<file path="src/sv/mos_pkg.sv">
// package: shared types, codes, microcode table and helpers of the motion order sequencer
package mos_pkg;

	// fixed field widths
	localparam int FUNC_W  = 3;
	localparam int DIST_W  = 32;
	localparam int ANGLE_W = 24;
	localparam int PREC_W  = 16;
	localparam int PEND_W  = 4;
	localparam int STAT_W  = 2;
	localparam int KIND_W  = 2;
	localparam int CFG_IDX_W = 1;

	localparam int DEF_QUEUE_DEPTH = 16;

	// register indexes
	localparam logic [CFG_IDX_W-1:0] REG_DIST_PREC  = 1'd0;
	localparam logic [CFG_IDX_W-1:0] REG_ANGLE_PREC = 1'd1;

	localparam logic [PREC_W-1:0] DIST_PREC_RST  = 16'd16;
	localparam logic [PREC_W-1:0] ANGLE_PREC_RST = 16'd256;

	// input function codes
	localparam logic [FUNC_W-1:0] FN_TICK   = 3'd0;
	localparam logic [FUNC_W-1:0] FN_DIST   = 3'd1;
	localparam logic [FUNC_W-1:0] FN_AABS   = 3'd2;
	localparam logic [FUNC_W-1:0] FN_AREL   = 3'd3;
	localparam logic [FUNC_W-1:0] FN_PAUSE  = 3'd4;
	localparam logic [FUNC_W-1:0] FN_RESUME = 3'd5;
	localparam logic [FUNC_W-1:0] FN_FLUSH  = 3'd6;

	// order kinds
	localparam logic [KIND_W-1:0] KIND_DIST  = 2'd0;
	localparam logic [KIND_W-1:0] KIND_AABS  = 2'd1;
	localparam logic [KIND_W-1:0] KIND_AREL  = 2'd2;
	localparam logic [KIND_W-1:0] KIND_PAUSE = 2'd3;

	// insert status codes
	localparam logic [STAT_W-1:0] ST_OK      = 2'd0;
	localparam logic [STAT_W-1:0] ST_DROPPED = 2'd1;
	localparam logic [STAT_W-1:0] ST_EVICTED = 2'd2;

	// one queue entry as stored in the order memory
	typedef struct packed {
		logic [KIND_W-1:0]         kind;
		logic signed [DIST_W-1:0]  target;
		logic signed [DIST_W-1:0]  sdist;
		logic signed [ANGLE_W-1:0] sangle;
		logic                      started;
	} entry_t;

	// one result item
	typedef struct packed {
		logic                      distance_ref_valid;
		logic signed [DIST_W-1:0]  distance_ref;
		logic                      angle_ref_valid;
		logic signed [ANGLE_W-1:0] angle_ref;
		logic                      queue_ended;
		logic                      is_paused;
		logic [STAT_W-1:0]         insert_status;
		logic [PEND_W-1:0]         pending_orders;
	} result_t;

	// microcode
	localparam int UA_W = 5;
	typedef logic [UA_W-1:0] uaddr_t;

	localparam uaddr_t UA_IDLE  = 5'd0;
	localparam uaddr_t UA_TICK0 = 5'd1;
	localparam uaddr_t UA_TICK1 = 5'd2;
	localparam uaddr_t UA_TICK2 = 5'd3;
	localparam uaddr_t UA_TICK3 = 5'd4;
	localparam uaddr_t UA_ADD0  = 5'd5;
	localparam uaddr_t UA_ADD1  = 5'd6;
	localparam uaddr_t UA_ADDF  = 5'd7;
	localparam uaddr_t UA_PAU0  = 5'd8;
	localparam uaddr_t UA_PAU1  = 5'd9;
	localparam uaddr_t UA_PAU2  = 5'd10;
	localparam uaddr_t UA_RES0  = 5'd11;
	localparam uaddr_t UA_RES1  = 5'd12;
	localparam uaddr_t UA_RES2  = 5'd13;
	localparam uaddr_t UA_FLUSH = 5'd14;
	localparam uaddr_t UA_FIN0  = 5'd15;
	localparam uaddr_t UA_FIN1  = 5'd16;

	// memory write selects
	localparam logic [1:0] WR_NONE   = 2'd0;
	localparam logic [1:0] WR_APPEND = 2'd1;
	localparam logic [1:0] WR_SNAP   = 2'd2;
	localparam logic [1:0] WR_PAUSE  = 2'd3;

	// datapath actions
	localparam logic [2:0] ACT_NONE     = 3'd0;
	localparam logic [2:0] ACT_TAIL_INC = 3'd1;
	localparam logic [2:0] ACT_HEAD_INC = 3'd2;
	localparam logic [2:0] ACT_INSERT   = 3'd3;
	localparam logic [2:0] ACT_FLUSH    = 3'd4;
	localparam logic [2:0] ACT_SUM      = 3'd5;
	localparam logic [2:0] ACT_DIFF     = 3'd6;
	localparam logic [2:0] ACT_DECIDE   = 3'd7;

	// jump conditions
	localparam logic [2:0] C_NEVER      = 3'd0;
	localparam logic [2:0] C_ALWAYS     = 3'd1;
	localparam logic [2:0] C_EMPTY      = 3'd2;
	localparam logic [2:0] C_FULL       = 3'd3;
	localparam logic [2:0] C_PAUSED     = 3'd4;
	localparam logic [2:0] C_NOT_PAUSED = 3'd5;
	localparam logic [2:0] C_DROP       = 3'd6;

	typedef struct packed {
		logic       rd;
		logic [1:0] wr;
		logic [2:0] act;
		logic [2:0] cond;
		uaddr_t     target;
		logic       emit;
	} uword_t;

	function automatic uword_t mk_uw(logic rd, logic [1:0] wr, logic [2:0] act,
			logic [2:0] cond, uaddr_t target, logic emit);
		uword_t w;
		w.rd = rd;
		w.wr = wr;
		w.act = act;
		w.cond = cond;
		w.target = target;
		w.emit = emit;
		return w;
	endfunction

	// control store: one word per step; the jump is taken when cond holds, else step + 1
	function automatic uword_t ucode(uaddr_t a);
		uword_t w;
		case (a)
			UA_TICK0: w = mk_uw(1'b1, WR_NONE,   ACT_NONE,     C_EMPTY,      UA_FIN0,  1'b0);
			UA_TICK1: w = mk_uw(1'b0, WR_SNAP,   ACT_SUM,      C_NEVER,      UA_IDLE,  1'b0);
			UA_TICK2: w = mk_uw(1'b0, WR_NONE,   ACT_DIFF,     C_NEVER,      UA_IDLE,  1'b0);
			UA_TICK3: w = mk_uw(1'b0, WR_NONE,   ACT_DECIDE,   C_ALWAYS,     UA_FIN0,  1'b0);
			UA_ADD0:  w = mk_uw(1'b0, WR_NONE,   ACT_NONE,     C_FULL,       UA_ADDF,  1'b0);
			UA_ADD1:  w = mk_uw(1'b0, WR_APPEND, ACT_TAIL_INC, C_ALWAYS,     UA_FIN0,  1'b0);
			UA_ADDF:  w = mk_uw(1'b0, WR_NONE,   ACT_NONE,     C_DROP,       UA_FIN0,  1'b0);
			UA_PAU0:  w = mk_uw(1'b1, WR_NONE,   ACT_NONE,     C_NEVER,      UA_IDLE,  1'b0);
			UA_PAU1:  w = mk_uw(1'b0, WR_NONE,   ACT_NONE,     C_PAUSED,     UA_TICK0, 1'b0);
			UA_PAU2:  w = mk_uw(1'b0, WR_PAUSE,  ACT_INSERT,   C_ALWAYS,     UA_TICK0, 1'b0);
			UA_RES0:  w = mk_uw(1'b1, WR_NONE,   ACT_NONE,     C_EMPTY,      UA_FIN0,  1'b0);
			UA_RES1:  w = mk_uw(1'b0, WR_NONE,   ACT_NONE,     C_NOT_PAUSED, UA_FIN0,  1'b0);
			UA_RES2:  w = mk_uw(1'b0, WR_NONE,   ACT_HEAD_INC, C_ALWAYS,     UA_RES0,  1'b0);
			UA_FLUSH: w = mk_uw(1'b0, WR_NONE,   ACT_FLUSH,    C_ALWAYS,     UA_FIN0,  1'b0);
			UA_FIN0:  w = mk_uw(1'b1, WR_NONE,   ACT_NONE,     C_NEVER,      UA_IDLE,  1'b0);
			UA_FIN1:  w = mk_uw(1'b0, WR_NONE,   ACT_NONE,     C_ALWAYS,     UA_IDLE,  1'b1);
			default:  w = mk_uw(1'b0, WR_NONE,   ACT_NONE,     C_NEVER,      UA_IDLE,  1'b0);
		endcase
		return w;
	endfunction

	// entry point of each function's program
	function automatic uaddr_t dispatch(logic [FUNC_W-1:0] f);
		uaddr_t a;
		case (f)
			FN_TICK:   a = UA_TICK0;
			FN_DIST:   a = UA_ADD0;
			FN_AABS:   a = UA_ADD0;
			FN_AREL:   a = UA_ADD0;
			FN_PAUSE:  a = UA_PAU0;
			FN_RESUME: a = UA_RES0;
			FN_FLUSH:  a = UA_FLUSH;
			default:   a = UA_FIN0;
		endcase
		return a;
	endfunction

endpackage

</file>
<file path="src/sv/mos_in_if.sv">
// interface: order channel of the motion order sequencer
interface mos_in_if;
	logic                                      valid;
	logic                                      ready;
	logic [mos_pkg::FUNC_W-1:0]                func;
	logic signed [mos_pkg::DIST_W-1:0]         order_amount;
	logic signed [mos_pkg::DIST_W-1:0]         measured_distance;
	logic signed [mos_pkg::ANGLE_W-1:0]        measured_angle;

	modport source (output valid, func, order_amount, measured_distance, measured_angle,
		input ready);
	modport sink (input valid, func, order_amount, measured_distance, measured_angle,
		output ready);
endinterface

</file>
<file path="src/sv/mos_out_if.sv">
// interface: reference channel of the motion order sequencer
interface mos_out_if;
	logic                                valid;
	logic                                ready;
	logic                                distance_ref_valid;
	logic signed [mos_pkg::DIST_W-1:0]   distance_ref;
	logic                                angle_ref_valid;
	logic signed [mos_pkg::ANGLE_W-1:0]  angle_ref;
	logic                                queue_ended;
	logic                                is_paused;
	logic [mos_pkg::STAT_W-1:0]          insert_status;
	logic [mos_pkg::PEND_W-1:0]          pending_orders;

	modport source (output valid, distance_ref_valid, distance_ref, angle_ref_valid, angle_ref,
		queue_ended, is_paused, insert_status, pending_orders, input ready);
	modport sink (input valid, distance_ref_valid, distance_ref, angle_ref_valid, angle_ref,
		queue_ended, is_paused, insert_status, pending_orders, output ready);
endinterface

</file>
<file path="src/sv/mos_ram.sv">
// generic single-port-write, single-port-read ram with registered read data
module mos_ram #(
	parameter int WIDTH = 8,
	parameter int DEPTH = 16
) (
	input  logic                           clk,
	input  logic                           we,
	input  logic [$clog2(DEPTH)-1:0]       waddr,
	input  logic [WIDTH-1:0]               wdata,
	input  logic                           re,
	input  logic [$clog2(DEPTH)-1:0]       raddr,
	output logic [WIDTH-1:0]               rdata
);
	logic [WIDTH-1:0] mem_q [DEPTH];

	always_ff @(posedge clk) begin
		if (we) begin
			mem_q[waddr] <= wdata;
		end
		if (re) begin
			rdata <= mem_q[raddr];
		end
	end
endmodule

</file>
<file path="src/sv/motion_order_sequencer_unit.sv">
// top level: microcoded motion order sequencer with its order queue
//
// channel   dir  handshake        payload
// orders    in   valid / ready    func, order_amount, measured_distance, measured_angle
// refs      out  valid / ready    references, queue status, insert status, pending count
// cfg       in   cfg_we only      cfg_index, cfg_data (precision registers)
//
// one item at a time; orders.ready is high whenever the sequencer sits at its idle step,
// also while a result still waits in the output register
// each function runs its own microcode program, with a registered read of the order
// memory, back to the idle step; a tick on an empty queue skips its arithmetic, a pause
// on a paused queue skips its insert, and a resume steps over each leading pause
// arst_n resets the step counter, head, tail, precision registers and output valid; the
// order memory is not cleared, entries between head and tail are always written ones
// a stalled refs channel holds the sequencer at its final step
module motion_order_sequencer_unit #(
	parameter int QUEUE_DEPTH = mos_pkg::DEF_QUEUE_DEPTH
) (
	input  logic                            clk,
	input  logic                            arst_n,
	input  logic                            cfg_we,
	input  logic [mos_pkg::CFG_IDX_W-1:0]   cfg_index,
	input  logic [mos_pkg::PREC_W-1:0]      cfg_data,
	mos_in_if.sink                          orders,
	mos_out_if.source                       refs
);
	import mos_pkg::*;

	localparam int IW = (QUEUE_DEPTH > 1) ? $clog2(QUEUE_DEPTH) : 1;
	localparam int CW = (IW + 1 > PEND_W) ? IW + 1 : PEND_W;
	localparam logic [IW-1:0] LAST_IDX = IW'(QUEUE_DEPTH - 1);
	localparam int EW = $bits(entry_t);

	// ring index helpers, depth need not be a power of two
	function automatic logic [IW-1:0] next_i(logic [IW-1:0] i);
		return (i == LAST_IDX) ? '0 : i + IW'(1);
	endfunction

	function automatic logic [IW-1:0] prev_i(logic [IW-1:0] i);
		return (i == '0) ? LAST_IDX : i - IW'(1);
	endfunction

	// saturate a 33 bit sum into its field
	function automatic logic signed [DIST_W-1:0] sat_dist(logic signed [DIST_W:0] v);
		logic signed [DIST_W-1:0] r;
		if (v[DIST_W] != v[DIST_W-1]) begin
			r = v[DIST_W] ? {1'b1, {(DIST_W-1){1'b0}}} : {1'b0, {(DIST_W-1){1'b1}}};
		end else begin
			r = v[DIST_W-1:0];
		end
		return r;
	endfunction

	function automatic logic signed [ANGLE_W-1:0] sat_angle(logic signed [DIST_W:0] v);
		logic signed [ANGLE_W-1:0] r;
		if (v[DIST_W:ANGLE_W-1] != {(DIST_W-ANGLE_W+2){v[DIST_W]}}) begin
			r = v[DIST_W] ? {1'b1, {(ANGLE_W-1){1'b0}}} : {1'b0, {(ANGLE_W-1){1'b1}}};
		end else begin
			r = v[ANGLE_W-1:0];
		end
		return r;
	endfunction

	// control
	uaddr_t  step_q;
	uword_t  uw;
	logic    in_fire;
	logic    cond_ok;
	logic    stall;

	// queue pointers and registers
	logic [IW-1:0]       head_q, tail_q;
	logic [PREC_W-1:0]   dprec_q, aprec_q;
	logic                empty, full, rd_paused;
	logic [CW-1:0]       pend_w;

	// latched item
	logic [KIND_W-1:0]          new_kind_q;
	logic signed [DIST_W-1:0]   amount_q;
	logic signed [DIST_W-1:0]   md_q;
	logic signed [ANGLE_W-1:0]  ma_q;

	// order memory ports
	logic            ram_we;
	logic [IW-1:0]   ram_waddr;
	entry_t          ram_wdata;
	entry_t          rd;
	logic [EW-1:0]   rd_bits;

	// tick datapath
	logic [KIND_W-1:0]          kind_q;
	logic signed [DIST_W-1:0]   sd_q;
	logic signed [ANGLE_W-1:0]  sa_q;
	logic signed [DIST_W:0]     ref_q;
	logic signed [DIST_W+1:0]   diff_q;
	logic signed [DIST_W-1:0]   sd_eff;
	logic signed [ANGLE_W-1:0]  sa_eff;
	logic [DIST_W+1:0]          mag;
	logic [PREC_W-1:0]          prec_sel;
	logic                       close_enough;

	// result staging and output register
	result_t  stage_q;
	result_t  stage_d;
	result_t  out_q;
	result_t  out_d;
	logic     ovalid_q;

	assign uw       = ucode(step_q);
	assign in_fire  = orders.valid && orders.ready;
	assign orders.ready = (step_q == UA_IDLE);

	assign empty     = (head_q == tail_q);
	assign full      = (next_i(tail_q) == head_q);
	assign rd        = entry_t'(rd_bits);
	assign rd_paused = !empty && (rd.kind == KIND_PAUSE);

	// pending count wraps at the depth, only the low bits are reported
	assign pend_w = (tail_q >= head_q) ?
		CW'(tail_q) - CW'(head_q) :
		CW'(tail_q) + CW'(QUEUE_DEPTH) - CW'(head_q);

	always_comb begin
		case (uw.cond)
			C_ALWAYS:     cond_ok = 1'b1;
			C_EMPTY:      cond_ok = empty;
			C_FULL:       cond_ok = full;
			C_PAUSED:     cond_ok = rd_paused;
			C_NOT_PAUSED: cond_ok = !rd_paused;
			C_DROP:       cond_ok = 1'b1;
			default:      cond_ok = 1'b0;
		endcase
	end

	// final step waits while the previous result has not been taken
	assign stall = uw.emit && ovalid_q && !refs.ready;

	// step counter
	always_ff @(posedge clk or negedge arst_n) begin
		if (!arst_n) begin
			step_q <= UA_IDLE;
		end else if (step_q == UA_IDLE) begin
			if (in_fire) begin
				step_q <= dispatch(orders.func);
			end
		end else if (!stall) begin
			step_q <= cond_ok ? uw.target : step_q + uaddr_t'(1);
		end
	end

	// precision registers
	always_ff @(posedge clk or negedge arst_n) begin
		if (!arst_n) begin
			dprec_q <= DIST_PREC_RST;
			aprec_q <= ANGLE_PREC_RST;
		end else if (cfg_we) begin
			if (cfg_index == REG_DIST_PREC) begin
				dprec_q <= cfg_data;
			end
			if (cfg_index == REG_ANGLE_PREC) begin
				aprec_q <= cfg_data;
			end
		end
	end

	// item capture
	always_ff @(posedge clk) begin
		if (in_fire) begin
			new_kind_q <= KIND_W'(orders.func - FN_DIST);
			amount_q   <= orders.order_amount;
			md_q       <= orders.measured_distance;
			ma_q       <= orders.measured_angle;
		end
	end

	// snapshot on first use of an order
	assign sd_eff = rd.started ? rd.sdist  : md_q;
	assign sa_eff = rd.started ? rd.sangle : ma_q;

	// memory write port
	always_comb begin
		ram_we    = 1'b0;
		ram_waddr = tail_q;
		ram_wdata = rd;
		case (uw.wr)
			WR_APPEND: begin
				ram_we            = 1'b1;
				ram_waddr         = tail_q;
				ram_wdata.kind    = new_kind_q;
				ram_wdata.target  = amount_q;
				ram_wdata.sdist   = '0;
				ram_wdata.sangle  = '0;
				ram_wdata.started = 1'b0;
			end
			WR_SNAP: begin
				ram_we            = !rd.started;
				ram_waddr         = head_q;
				ram_wdata.sdist   = md_q;
				ram_wdata.sangle  = ma_q;
				ram_wdata.started = 1'b1;
			end
			WR_PAUSE: begin
				ram_we            = 1'b1;
				ram_waddr         = prev_i(head_q);
				ram_wdata.kind    = KIND_PAUSE;
				ram_wdata.target  = '0;
				ram_wdata.sdist   = '0;
				ram_wdata.sangle  = '0;
				ram_wdata.started = 1'b0;
			end
			default: begin
				ram_we = 1'b0;
			end
		endcase
	end

	mos_ram #(
		.WIDTH (EW),
		.DEPTH (QUEUE_DEPTH)
	) u_order_ram (
		.clk   (clk),
		.we    (ram_we),
		.waddr (ram_waddr),
		.wdata (ram_wdata),
		.re    (uw.rd),
		.raddr (head_q),
		.rdata (rd_bits)
	);

	// completion test on the exact error
	assign mag          = diff_q[DIST_W+1] ? (DIST_W+2)'(0) - diff_q : diff_q;
	assign prec_sel     = (kind_q == KIND_DIST) ? dprec_q : aprec_q;
	assign close_enough = (mag < {{(DIST_W+2-PREC_W){1'b0}}, prec_sel});

	// tick arithmetic: sum, then difference, then decision
	always_ff @(posedge clk) begin
		case (uw.act)
			ACT_SUM: begin
				kind_q <= rd.kind;
				sd_q   <= sd_eff;
				sa_q   <= sa_eff;
				case (rd.kind)
					KIND_DIST: ref_q <= {sd_eff[DIST_W-1], sd_eff} +
						{rd.target[DIST_W-1], rd.target};
					KIND_AABS: ref_q <= {rd.target[DIST_W-1], rd.target};
					KIND_AREL: ref_q <= {{(DIST_W-ANGLE_W+1){sa_eff[ANGLE_W-1]}}, sa_eff} +
						{rd.target[DIST_W-1], rd.target};
					default:   ref_q <= '0;
				endcase
			end
			ACT_DIFF: begin
				if (kind_q == KIND_DIST) begin
					diff_q <= {ref_q[DIST_W], ref_q} - {{2{md_q[DIST_W-1]}}, md_q};
				end else begin
					diff_q <= {ref_q[DIST_W], ref_q} -
						{{(DIST_W-ANGLE_W+2){ma_q[ANGLE_W-1]}}, ma_q};
				end
			end
			default: begin
			end
		endcase
	end

	// head and tail pointers
	always_ff @(posedge clk or negedge arst_n) begin
		if (!arst_n) begin
			head_q <= '0;
			tail_q <= '0;
		end else begin
			case (uw.act)
				ACT_TAIL_INC: tail_q <= next_i(tail_q);
				ACT_HEAD_INC: head_q <= next_i(head_q);
				ACT_INSERT: begin
					// a full queue loses its newest order to make room
					if (full) begin
						tail_q <= prev_i(tail_q);
					end
					head_q <= prev_i(head_q);
				end
				ACT_FLUSH:  head_q <= tail_q;
				ACT_DECIDE: begin
					if (kind_q != KIND_PAUSE && close_enough) begin
						head_q <= next_i(head_q);
					end
				end
				default: begin
				end
			endcase
		end
	end

	// next staged result from the current step
	always_comb begin
		stage_d = stage_q;
		if (uw.cond == C_DROP) begin
			stage_d.insert_status = ST_DROPPED;
		end
		if (uw.act == ACT_INSERT && full) begin
			stage_d.insert_status = ST_EVICTED;
		end
		if (uw.act == ACT_DECIDE) begin
			if (kind_q == KIND_PAUSE) begin
				// a pause holds position on both loops
				stage_d.distance_ref_valid = 1'b1;
				stage_d.distance_ref       = sd_q;
				stage_d.angle_ref_valid    = 1'b1;
				stage_d.angle_ref          = sa_q;
			end else if (!close_enough) begin
				if (kind_q == KIND_DIST) begin
					stage_d.distance_ref_valid = 1'b1;
					stage_d.distance_ref       = sat_dist(ref_q);
				end else begin
					stage_d.angle_ref_valid = 1'b1;
					stage_d.angle_ref       = sat_angle(ref_q);
				end
			end
		end
	end

	// result staging, cleared when an item is taken
	always_ff @(posedge clk) begin
		if (in_fire) begin
			stage_q <= '0;
		end else begin
			stage_q <= stage_d;
		end
	end

	// output register
	always_ff @(posedge clk or negedge arst_n) begin
		if (!arst_n) begin
			ovalid_q <= 1'b0;
		end else if (uw.emit && !stall) begin
			ovalid_q <= 1'b1;
		end else if (refs.ready) begin
			ovalid_q <= 1'b0;
		end
	end

	// queue status joins the staged references
	always_comb begin
		out_d                = stage_q;
		out_d.queue_ended    = empty;
		out_d.is_paused      = rd_paused;
		out_d.pending_orders = pend_w[PEND_W-1:0];
	end

	always_ff @(posedge clk) begin
		if (uw.emit && !stall) begin
			out_q <= out_d;
		end
	end

	assign refs.valid              = ovalid_q;
	assign refs.distance_ref_valid = out_q.distance_ref_valid;
	assign refs.distance_ref       = out_q.distance_ref;
	assign refs.angle_ref_valid    = out_q.angle_ref_valid;
	assign refs.angle_ref          = out_q.angle_ref;
	assign refs.queue_ended        = out_q.queue_ended;
	assign refs.is_paused          = out_q.is_paused;
	assign refs.insert_status      = out_q.insert_status;
	assign refs.pending_orders     = out_q.pending_orders;

	// pointers only move while a program runs
	a_idle_ptrs: assert property (@(posedge clk) disable iff (!arst_n)
		(step_q == UA_IDLE) |=> ($stable(head_q) && $stable(tail_q)))
		else $error("queue pointers moved while idle");

	// the order memory is never written at the idle step
	a_idle_nowr: assert property (@(posedge clk) disable iff (!arst_n)
		(step_q == UA_IDLE) |-> !ram_we)
		else $error("order memory written while idle");

	// a new result only appears after the final microcode step
	a_emit_step: assert property (@(posedge clk) disable iff (!arst_n)
		$rose(ovalid_q) |-> $past(step_q == UA_FIN1))
		else $error("result raised outside the final step");
endmodule

</file>
<file path="src/flat_wrapper.sv">
// flat-port wrapper written by rule: the top's interface ports become plain ports
module motion_order_sequencer_unit_flat import mos_pkg::*;
#(
	parameter int QUEUE_DEPTH = mos_pkg::DEF_QUEUE_DEPTH
)
  (clk, arst_n, cfg_we, cfg_index, cfg_data, orders_valid, orders_func, orders_order_amount, orders_measured_distance, orders_measured_angle, orders_ready, refs_valid, refs_distance_ref_valid, refs_distance_ref, refs_angle_ref_valid, refs_angle_ref, refs_queue_ended, refs_is_paused, refs_insert_status, refs_pending_orders, refs_ready);
  mos_in_if orders_i ();
  mos_out_if refs_i ();
  input  logic clk;
  input  logic arst_n;
  input  logic cfg_we;
  input  logic [mos_pkg::CFG_IDX_W-1:0] cfg_index;
  input  logic [mos_pkg::PREC_W-1:0] cfg_data;
  input wire logic [$bits(orders_i.valid)-1:0] orders_valid;
  input wire logic [$bits(orders_i.func)-1:0] orders_func;
  input wire logic [$bits(orders_i.order_amount)-1:0] orders_order_amount;
  input wire logic [$bits(orders_i.measured_distance)-1:0] orders_measured_distance;
  input wire logic [$bits(orders_i.measured_angle)-1:0] orders_measured_angle;
  output wire logic [$bits(orders_i.ready)-1:0] orders_ready;
  output wire logic [$bits(refs_i.valid)-1:0] refs_valid;
  output wire logic [$bits(refs_i.distance_ref_valid)-1:0] refs_distance_ref_valid;
  output wire logic [$bits(refs_i.distance_ref)-1:0] refs_distance_ref;
  output wire logic [$bits(refs_i.angle_ref_valid)-1:0] refs_angle_ref_valid;
  output wire logic [$bits(refs_i.angle_ref)-1:0] refs_angle_ref;
  output wire logic [$bits(refs_i.queue_ended)-1:0] refs_queue_ended;
  output wire logic [$bits(refs_i.is_paused)-1:0] refs_is_paused;
  output wire logic [$bits(refs_i.insert_status)-1:0] refs_insert_status;
  output wire logic [$bits(refs_i.pending_orders)-1:0] refs_pending_orders;
  input wire logic [$bits(refs_i.ready)-1:0] refs_ready;
  assign orders_i.valid = orders_valid;
  assign orders_i.func = orders_func;
  assign orders_i.order_amount = orders_order_amount;
  assign orders_i.measured_distance = orders_measured_distance;
  assign orders_i.measured_angle = orders_measured_angle;
  assign orders_ready = orders_i.ready;
  assign refs_valid = refs_i.valid;
  assign refs_distance_ref_valid = refs_i.distance_ref_valid;
  assign refs_distance_ref = refs_i.distance_ref;
  assign refs_angle_ref_valid = refs_i.angle_ref_valid;
  assign refs_angle_ref = refs_i.angle_ref;
  assign refs_queue_ended = refs_i.queue_ended;
  assign refs_is_paused = refs_i.is_paused;
  assign refs_insert_status = refs_i.insert_status;
  assign refs_pending_orders = refs_i.pending_orders;
  assign refs_i.ready = refs_ready;
  motion_order_sequencer_unit #(.QUEUE_DEPTH(QUEUE_DEPTH)) u_core (.clk(clk), .arst_n(arst_n), .cfg_we(cfg_we), .cfg_index(cfg_index), .cfg_data(cfg_data), .orders(orders_i), .refs(refs_i));
endmodule
</file>
<file path="config.mk">
export PLATFORM = sky130hd
export DESIGN_NAME = motion_order_sequencer_unit_flat
export DESIGN_NICKNAME = d
export VERILOG_FILES = /design/src/sv/mos_pkg.sv /design/src/sv/mos_in_if.sv /design/src/sv/mos_out_if.sv /design/src/sv/mos_ram.sv /design/src/sv/motion_order_sequencer_unit.sv /design/src/flat_wrapper.sv
export SDC_FILE = /design/constraint.sdc
export NUM_CORES = 2
export LEC_CHECK = 0
export ABC_AREA = 1
export BUFFER_PORTS_ARGS = -buffer_cell sky130_fd_sc_hd__buf_2
export CAP_MARGIN = 20
export CORE_MARGIN = 5
export CORE_UTILIZATION = 60
export DETAILED_ROUTE_END_ITERATION = 8
export PLACE_DENSITY_LB_ADDON = 0.05
export SLEW_MARGIN = 20
export SYNTH_ARGS = -nofsm -noshare
export SYNTH_HDL_FRONTEND = slang
export SYNTH_HIERARCHICAL = 1
export SYNTH_SLANG_ARGS = --single-unit
</file>
<file path="constraint.sdc">
create_clock -name clk -period 20.1 [get_ports clk]
set_input_delay 0 -clock clk [delete_from_list [all_inputs] [get_ports clk]]
set_output_delay 0 -clock clk [all_outputs]
set_load 0.01 [all_outputs]
</file>
# Yosys cells after proc, flatten, opt, wreduce, memory -nomap -nowiden
# Memories as Yosys holds them, arrays and structs flattened. A register that Yosys moved wholly into a read port is not among the register bits.
# Cells that the tools add are included.
# word_totals
in_bits	113
output_inout_bits	68
elab_cells	160
n_memories	2
ramBits	1456
regBits	387
romBits	448
# op_classes
mux	39
n_bitwise	1
order_cmp	2
addsub	14
n_eq_ne	39
reduce_logical	34
# memory_table
memory	depth	width	rd	rd_clocked_by_memory_dff	wr	line_no	text
u_core.u_order_ram.mem_q	16	91	1	1	1	mos_ram.sv:14	logic [WIDTH-1:0] mem_q [DEPTH];
(no name shown)	32	14	1	0	0	mos_pkg.sv:135	case (a)
# ops
operator	n
58-bit two-way mux	2
57-bit one-hot mux with 2 select lines	1
33-bit one-hot mux with 3 select lines	1
32-bit two-way mux	3
24-bit two-way mux	3
34-bit two-way mux	2
34-bit one-hot mux with 2 select lines	1
34-bit by 16-bit < comparator with 1-bit output	1
1-bit by 34-bit subtractor with 34-bit output (first input constant)	1
33-bit by 24-bit subtractor with 34-bit output	1
33-bit by 32-bit subtractor with 34-bit output	1
24-bit by 32-bit adder with 33-bit output	1
32-bit by 32-bit adder with 33-bit output	1
33-bit two-way mux	1
3-bit == test (second input constant)	10
4-bit two-way mux	7
25-bit two-way mux	1
5-bit two-way mux	4
4-bit one-hot mux with 5 select lines	1
3-bit by 2-bit == test with 1-bit output (second input constant)	6
16-bit two-way mux	1
4-bit one-hot mux with 2 select lines	2
4-bit one-hot mux with 4 select lines	1
4-bit by 1-bit adder with 4-bit output (second input constant)	3
31 further kinds	73

# Logic depth before layout (Yosys ltp)
# depth
depth_word	8
mapped_depth	23
ltp_nobuf	23

# Cells and area by module
# Netlist, hierarchy kept.
# modules_own_cells
mod	area_each_um2	seq_area_each_um2	n_inst	cells_per_inst
mos_ram	65316.4	46454.6	1	5976
motion_order_sequencer_unit	23034.6	10792.9	1	2834

# Worst setup path before layout
# No wires, ideal clock.
# synth_path
kind	register -> register
from	register u_core.step_q[0]
to	register u_core.u_order_ram.rdata[0] (read register of u_core.u_order_ram.mem_q), enable pin
arrival_time_ns	15.034
path_slack_ns	4.044
required_time_ns	19.077
path_stages_with_launch	6
period_less_slack_ns	16.056
setup_time_ns	1.023
n_path_buf	0
path_cell_list	dfrtp_1 > inv_1 > ha_1 > inv_1 > o22ai_1 > a2111oi_0
# synth_rtl
element	line_no	text
from (decl)	motion_order_sequencer_unit.sv:65	uaddr_t step_q;
from (signal assigned)	motion_order_sequencer_unit.sv:144	step_q <= dispatch(orders.func);
from (signal assigned)	motion_order_sequencer_unit.sv:147	step_q <= cond_ok ? uw.target : step_q + uaddr_t'(1);
to (decl)	mos_ram.sv:12	output logic [WIDTH-1:0] rdata

# Final worst setup path
# layout_path
from	register u_core.step_q[0]
to	memory u_core/u_order_ram/mem_q[7][58] in the netlist's numbering, enable pin
# layout_between
word_cells_on_any_way	9
cone_classes	eq/ne: 3; mux: 4; reduce/logical: 1; memory: 1
# layout_rtl
element	line_no	text
memory 32 x 14 bit (*)	--	
2-bit == test	motion_order_sequencer_unit.sv:185	case (uw.wr)
4-bit one-hot mux with 2 select lines (*)	motion_order_sequencer_unit.sv:185	
named net u_core.ram_waddr[1]	motion_order_sequencer_unit.sv:85	logic [IW-1:0] ram_waddr;
to (decl)	mos_ram.sv:14	
# Mark *: on every way through the listed nets, which the timed path passes. The rest lies on a longest branch.

==> flow_summary.json <==
{
  "cts_buffer_depth": 3,
  "setup_tns_ns": 0,
  "pwr-share-seq": 0.377,
  "finalHoldViolations": 0,
  "start_kind": "flop",
  "clk_latency_ns": 0.83,
  "die_y_um": 394,
  "fin_crit_ns": 5.66,
  "reg2regPathDepth": 11,
  "wirelength_um": 266000,
  "syn2layout_area_growth_pct": 12.3,
  "end_kind": "flop",
  "timing.fmax_mhz": 177,
  "grt_util_all_layers": 0.336,
  "cts_htree_levels": 4,
  "antenna_found_initial": 5,
  "drc": 0,
  "ant_nets": 0,
  "critPathMaxFanout": 52,
  "final_max_slew_viol_count": 0,
  "power.share.clock": 0.212,
  "hold_slack_ns": 0.0675,
  "num_rows": 140,
  "drt_iter0_markers": 7783,
  "yosys_warnings": 6,
  "die_w_um": 394,
  "whs_path_depth": 2,
  "switchingPower_mw": 6.97,
  "grt_pass1_wl_um": 390000,
  "ios": 181,
  "vias_per_cell": 5.70,
  "finalPower_mw": 16.6,
  "syn-num-nets": 9031,
  "clock_skew_ns": 0.0665,
  "layout-drive-gt1-share": 0.0733,
  "netlist.area_leader.share": 0.621,
  "setup_viol": 0,
  "numCtsBuffers": 195,
  "synth_edf_count": 1828,
  "die-area_mm2": 0.155,
  "syn_inst": 8810,
  "synth_common_cells": "nand2_1, edfxtp_1, inv_1",
  "post-synth-top-count-cell": "nand2_1",
  "io_buffers": 180,
  "status": "finished clean",
  "worstMarginPinSlew_ns": 1.17,
  "coreArea_mm2": 0.146,
  "cts_tree": "built",
  "synth_top_flop_cell": "edfxtp_1",
  "clk_pin_slew_ns": 0.06,
  "synth_area_mm2": 0.0884,
  "slew_headroom": 0.210,
  "cts_sinks": 1934,
  "power.density_mw_per_mm2": 167,
  "arrival_ns": 6.10,
  "holdBufCountCts": 213,
  "netlist_top_cells_area": "edfxtp_1, nand2_1, nand3_1",
  "avgSynthCellArea_um2": 10.0,
  "postCtsSetupBuffers": 0,
  "num_vias": 64000,
  "async_flop_share": 0.0238,
  "final.period_utilization": 0.281,
  "worstSetupPathType": "flop to flop",
  "grt_pass1_vias": 60300,
  "pwr-share-comb": 0.411,
  "grt_overflow": 0,
  "final_area_mm2": 0.0993,
  "dpl_cell_area_mm2": 0.0909,
  "synthDistinctLibCells": 62,
  "num-nets-final": 9373,
  "dp_cells": 10700,
  "max_cap_viol_count": 0,
  "ys_ff_latch": 1934,
  "yosys.area.top_type": "edfxtp_1",
  "yosysSeqAreaShare": 0.648,
  "firstDrtPassIters": 7,
  "grt_max_degree": 188,
  "dp_hpwl_um": 164000,
  "cp.required_ns": 20.54,
  "p_sw_frac": 0.420,
  "initial_core_util": 0.605,
  "root_buffer": "clkbuf_16",
  "gp_congestion": 0.980,
  "power.leakage_nw": 42.5,
  "fin_cells": 11200,
  "hp-class": "input port to flop",
  "wl_per_cell_um": 23.7,
  "rsz0062_at_grt": "no",
  "cts_resized": 0,
  "peakVddDrop_uv": 153,
  "p_int_mw": 9.62
}
logic make-up (layout without fill, tap and decap cells):
family	count (synthesis)	after routing	share of synthesized area
compound gates	630	630	0.0391
xor+xnor	63	63	0.00625
fa+ha+maj	108	108	0.0155
buf+inv	1960	2459	0.0936
flops	1934	1934	0.648
mux	40	40	0.00453
other cells	0	1	0
simple gates	4075	4075	0.193
path summary, 6_finish.rpt:
check / startpoint / end / slack [ns]
worst max-delay path: u_core/step_q[0]$_DFFE_PN0P_ / u_core/u_order_ram/mem_q[7][58]$_DFFE_PP_ / 14.44
worst min-delay path: orders_measured_distance[17] / u_core/md_q[17]$_DFFE_PP_ / 0.07
worst max register to register: u_core/step_q[0]$_DFFE_PN0P_ / u_core/u_order_ram/mem_q[7][58]$_DFFE_PP_ / 14.44
worst min register to register: u_core/out_d[29]$_SDFFE_PP0P_ / u_core/refs.angle_ref[21]$_DFFE_PP_ / 0.43
max in group asynchronous: arst_n / u_core/head_q[0]$_DFFE_PN0P_ / 19.47
min in group asynchronous: arst_n / u_core/aprec_q[8]$_DFFE_PN1P_ / 0.35
critical path, cell delays in order, from the launching register on:
cell and delay [ns]:
dfrtp_1 0.48, inv_1 0.13, ha_1 0.23, inv_1 0.09, nor2_4 0.29, nand2_2 0.08, buf_4 0.33, o221ai_1 0.80
nand3_1 0.55, nor2_4 0.76, buf_4 0.70, buf_4 0.75
state kept, by name, indices dropped and copies added (netlist names), 4 cells and up:
name and count:
u_core/md_q 32, u_core/refs.angle_ref 24, u_core/sa_q 24, u_core/sd_q 32, u_core/u_order_ram/mem_q 1456, u_core/ma_q 24
u_core/out_d 60, u_core/diff_q 34, u_core/step_q 5, u_core/u_order_ram/rdata 91, u_core/dprec_q 16, u_core/tail_q 4
u_core/aprec_q 16, u_core/head_q 4, u_core/amount_q 32, u_core/refs.distance_ref 32, u_core/ref_q 33, u_core/refs.pending_orders 4
per-layer routing:
layer	share of wire	vias up	global-route usage	routed length (um)
li1	-	29500	-	-
met1	0.40	30500	0.474	105000
met2	0.46	3518	0.539	123000
met3	0.098	520	0.0500	26000
met4	0.042	4	0.125	11000
met5	0.00011	-	0	29
cells in the final DEF, fill, tap and decap left out, types with 6 or more instances in the layout:
cell           synthesis  layout
dfxtp_1               60      60
clkinv_2               0      28
o21bai_1               7       7
xor2_1                41      41
clkbuf_16              0     196
buf_4                  8     151
clkbuf_1             115      49
xnor2_1               22      22
nand3_1             1163    1163
o21ai_1               14      21
o22ai_1               55      46
inv_6                  0       9
a21o_1                 9       9
nand4_1               70      70
edfxtp_1            1828    1828
inv_2                  9       7
dfrtp_1               44      40
clkinv_16              0       8
nor2_1               284     264
clkinv_1               2      47
o22a_1                 7       7
o21ai_0              343     334
buf_2                159     180
inv_1               1537    1535
nor2_4                 3      22
nor2_2                 5       6
bufinv_16              0      15
a21oi_1              141     140
o221ai_1               6       6
dlygate4sd3_1          0     212
nor3_1                14      12
a31oi_1               14      14
buf_12                 1       7
o22ai_2                0       9
nand2_1             2518    2516
ha_1                 105     103
mux2i_1               40      40
area by class of cell:
class	count	area (um2)
clock buffer	245	5090
sequential	1934	57300
inverter	1549	5860
clock inverter	109	1110
fill	10900	46800
antenna	1	2.50
tap	1917	2400
timing repair buffer	556	4450
multi-input combinational	4916	23100
power groups by stage:
stage                     logic (mW)  registers [mW]  clock network, mW
after floorplan                 4.24            6.25                  0
after global placement          6.53            6.31                  0
after detailed placement        6.62            6.32                  0
after CTS                       6.68            6.24               3.57
after global routing            7.36            6.28               3.75
final                           6.82            6.25               3.53
per-stage QoR:
step | utilization | worst slack (ns)
4_1_cts | 0.679 | 14.57
5_1_grt | 0.679 | 14.47
3_5_place_dp | 0.622 | 14.58
3_3_place_gp | 0.621 | 14.63
2_1_floorplan | - | 4.04
6_report | 0.679 | 14.44
Note: power is estimated with default switching activity, not from simulation.
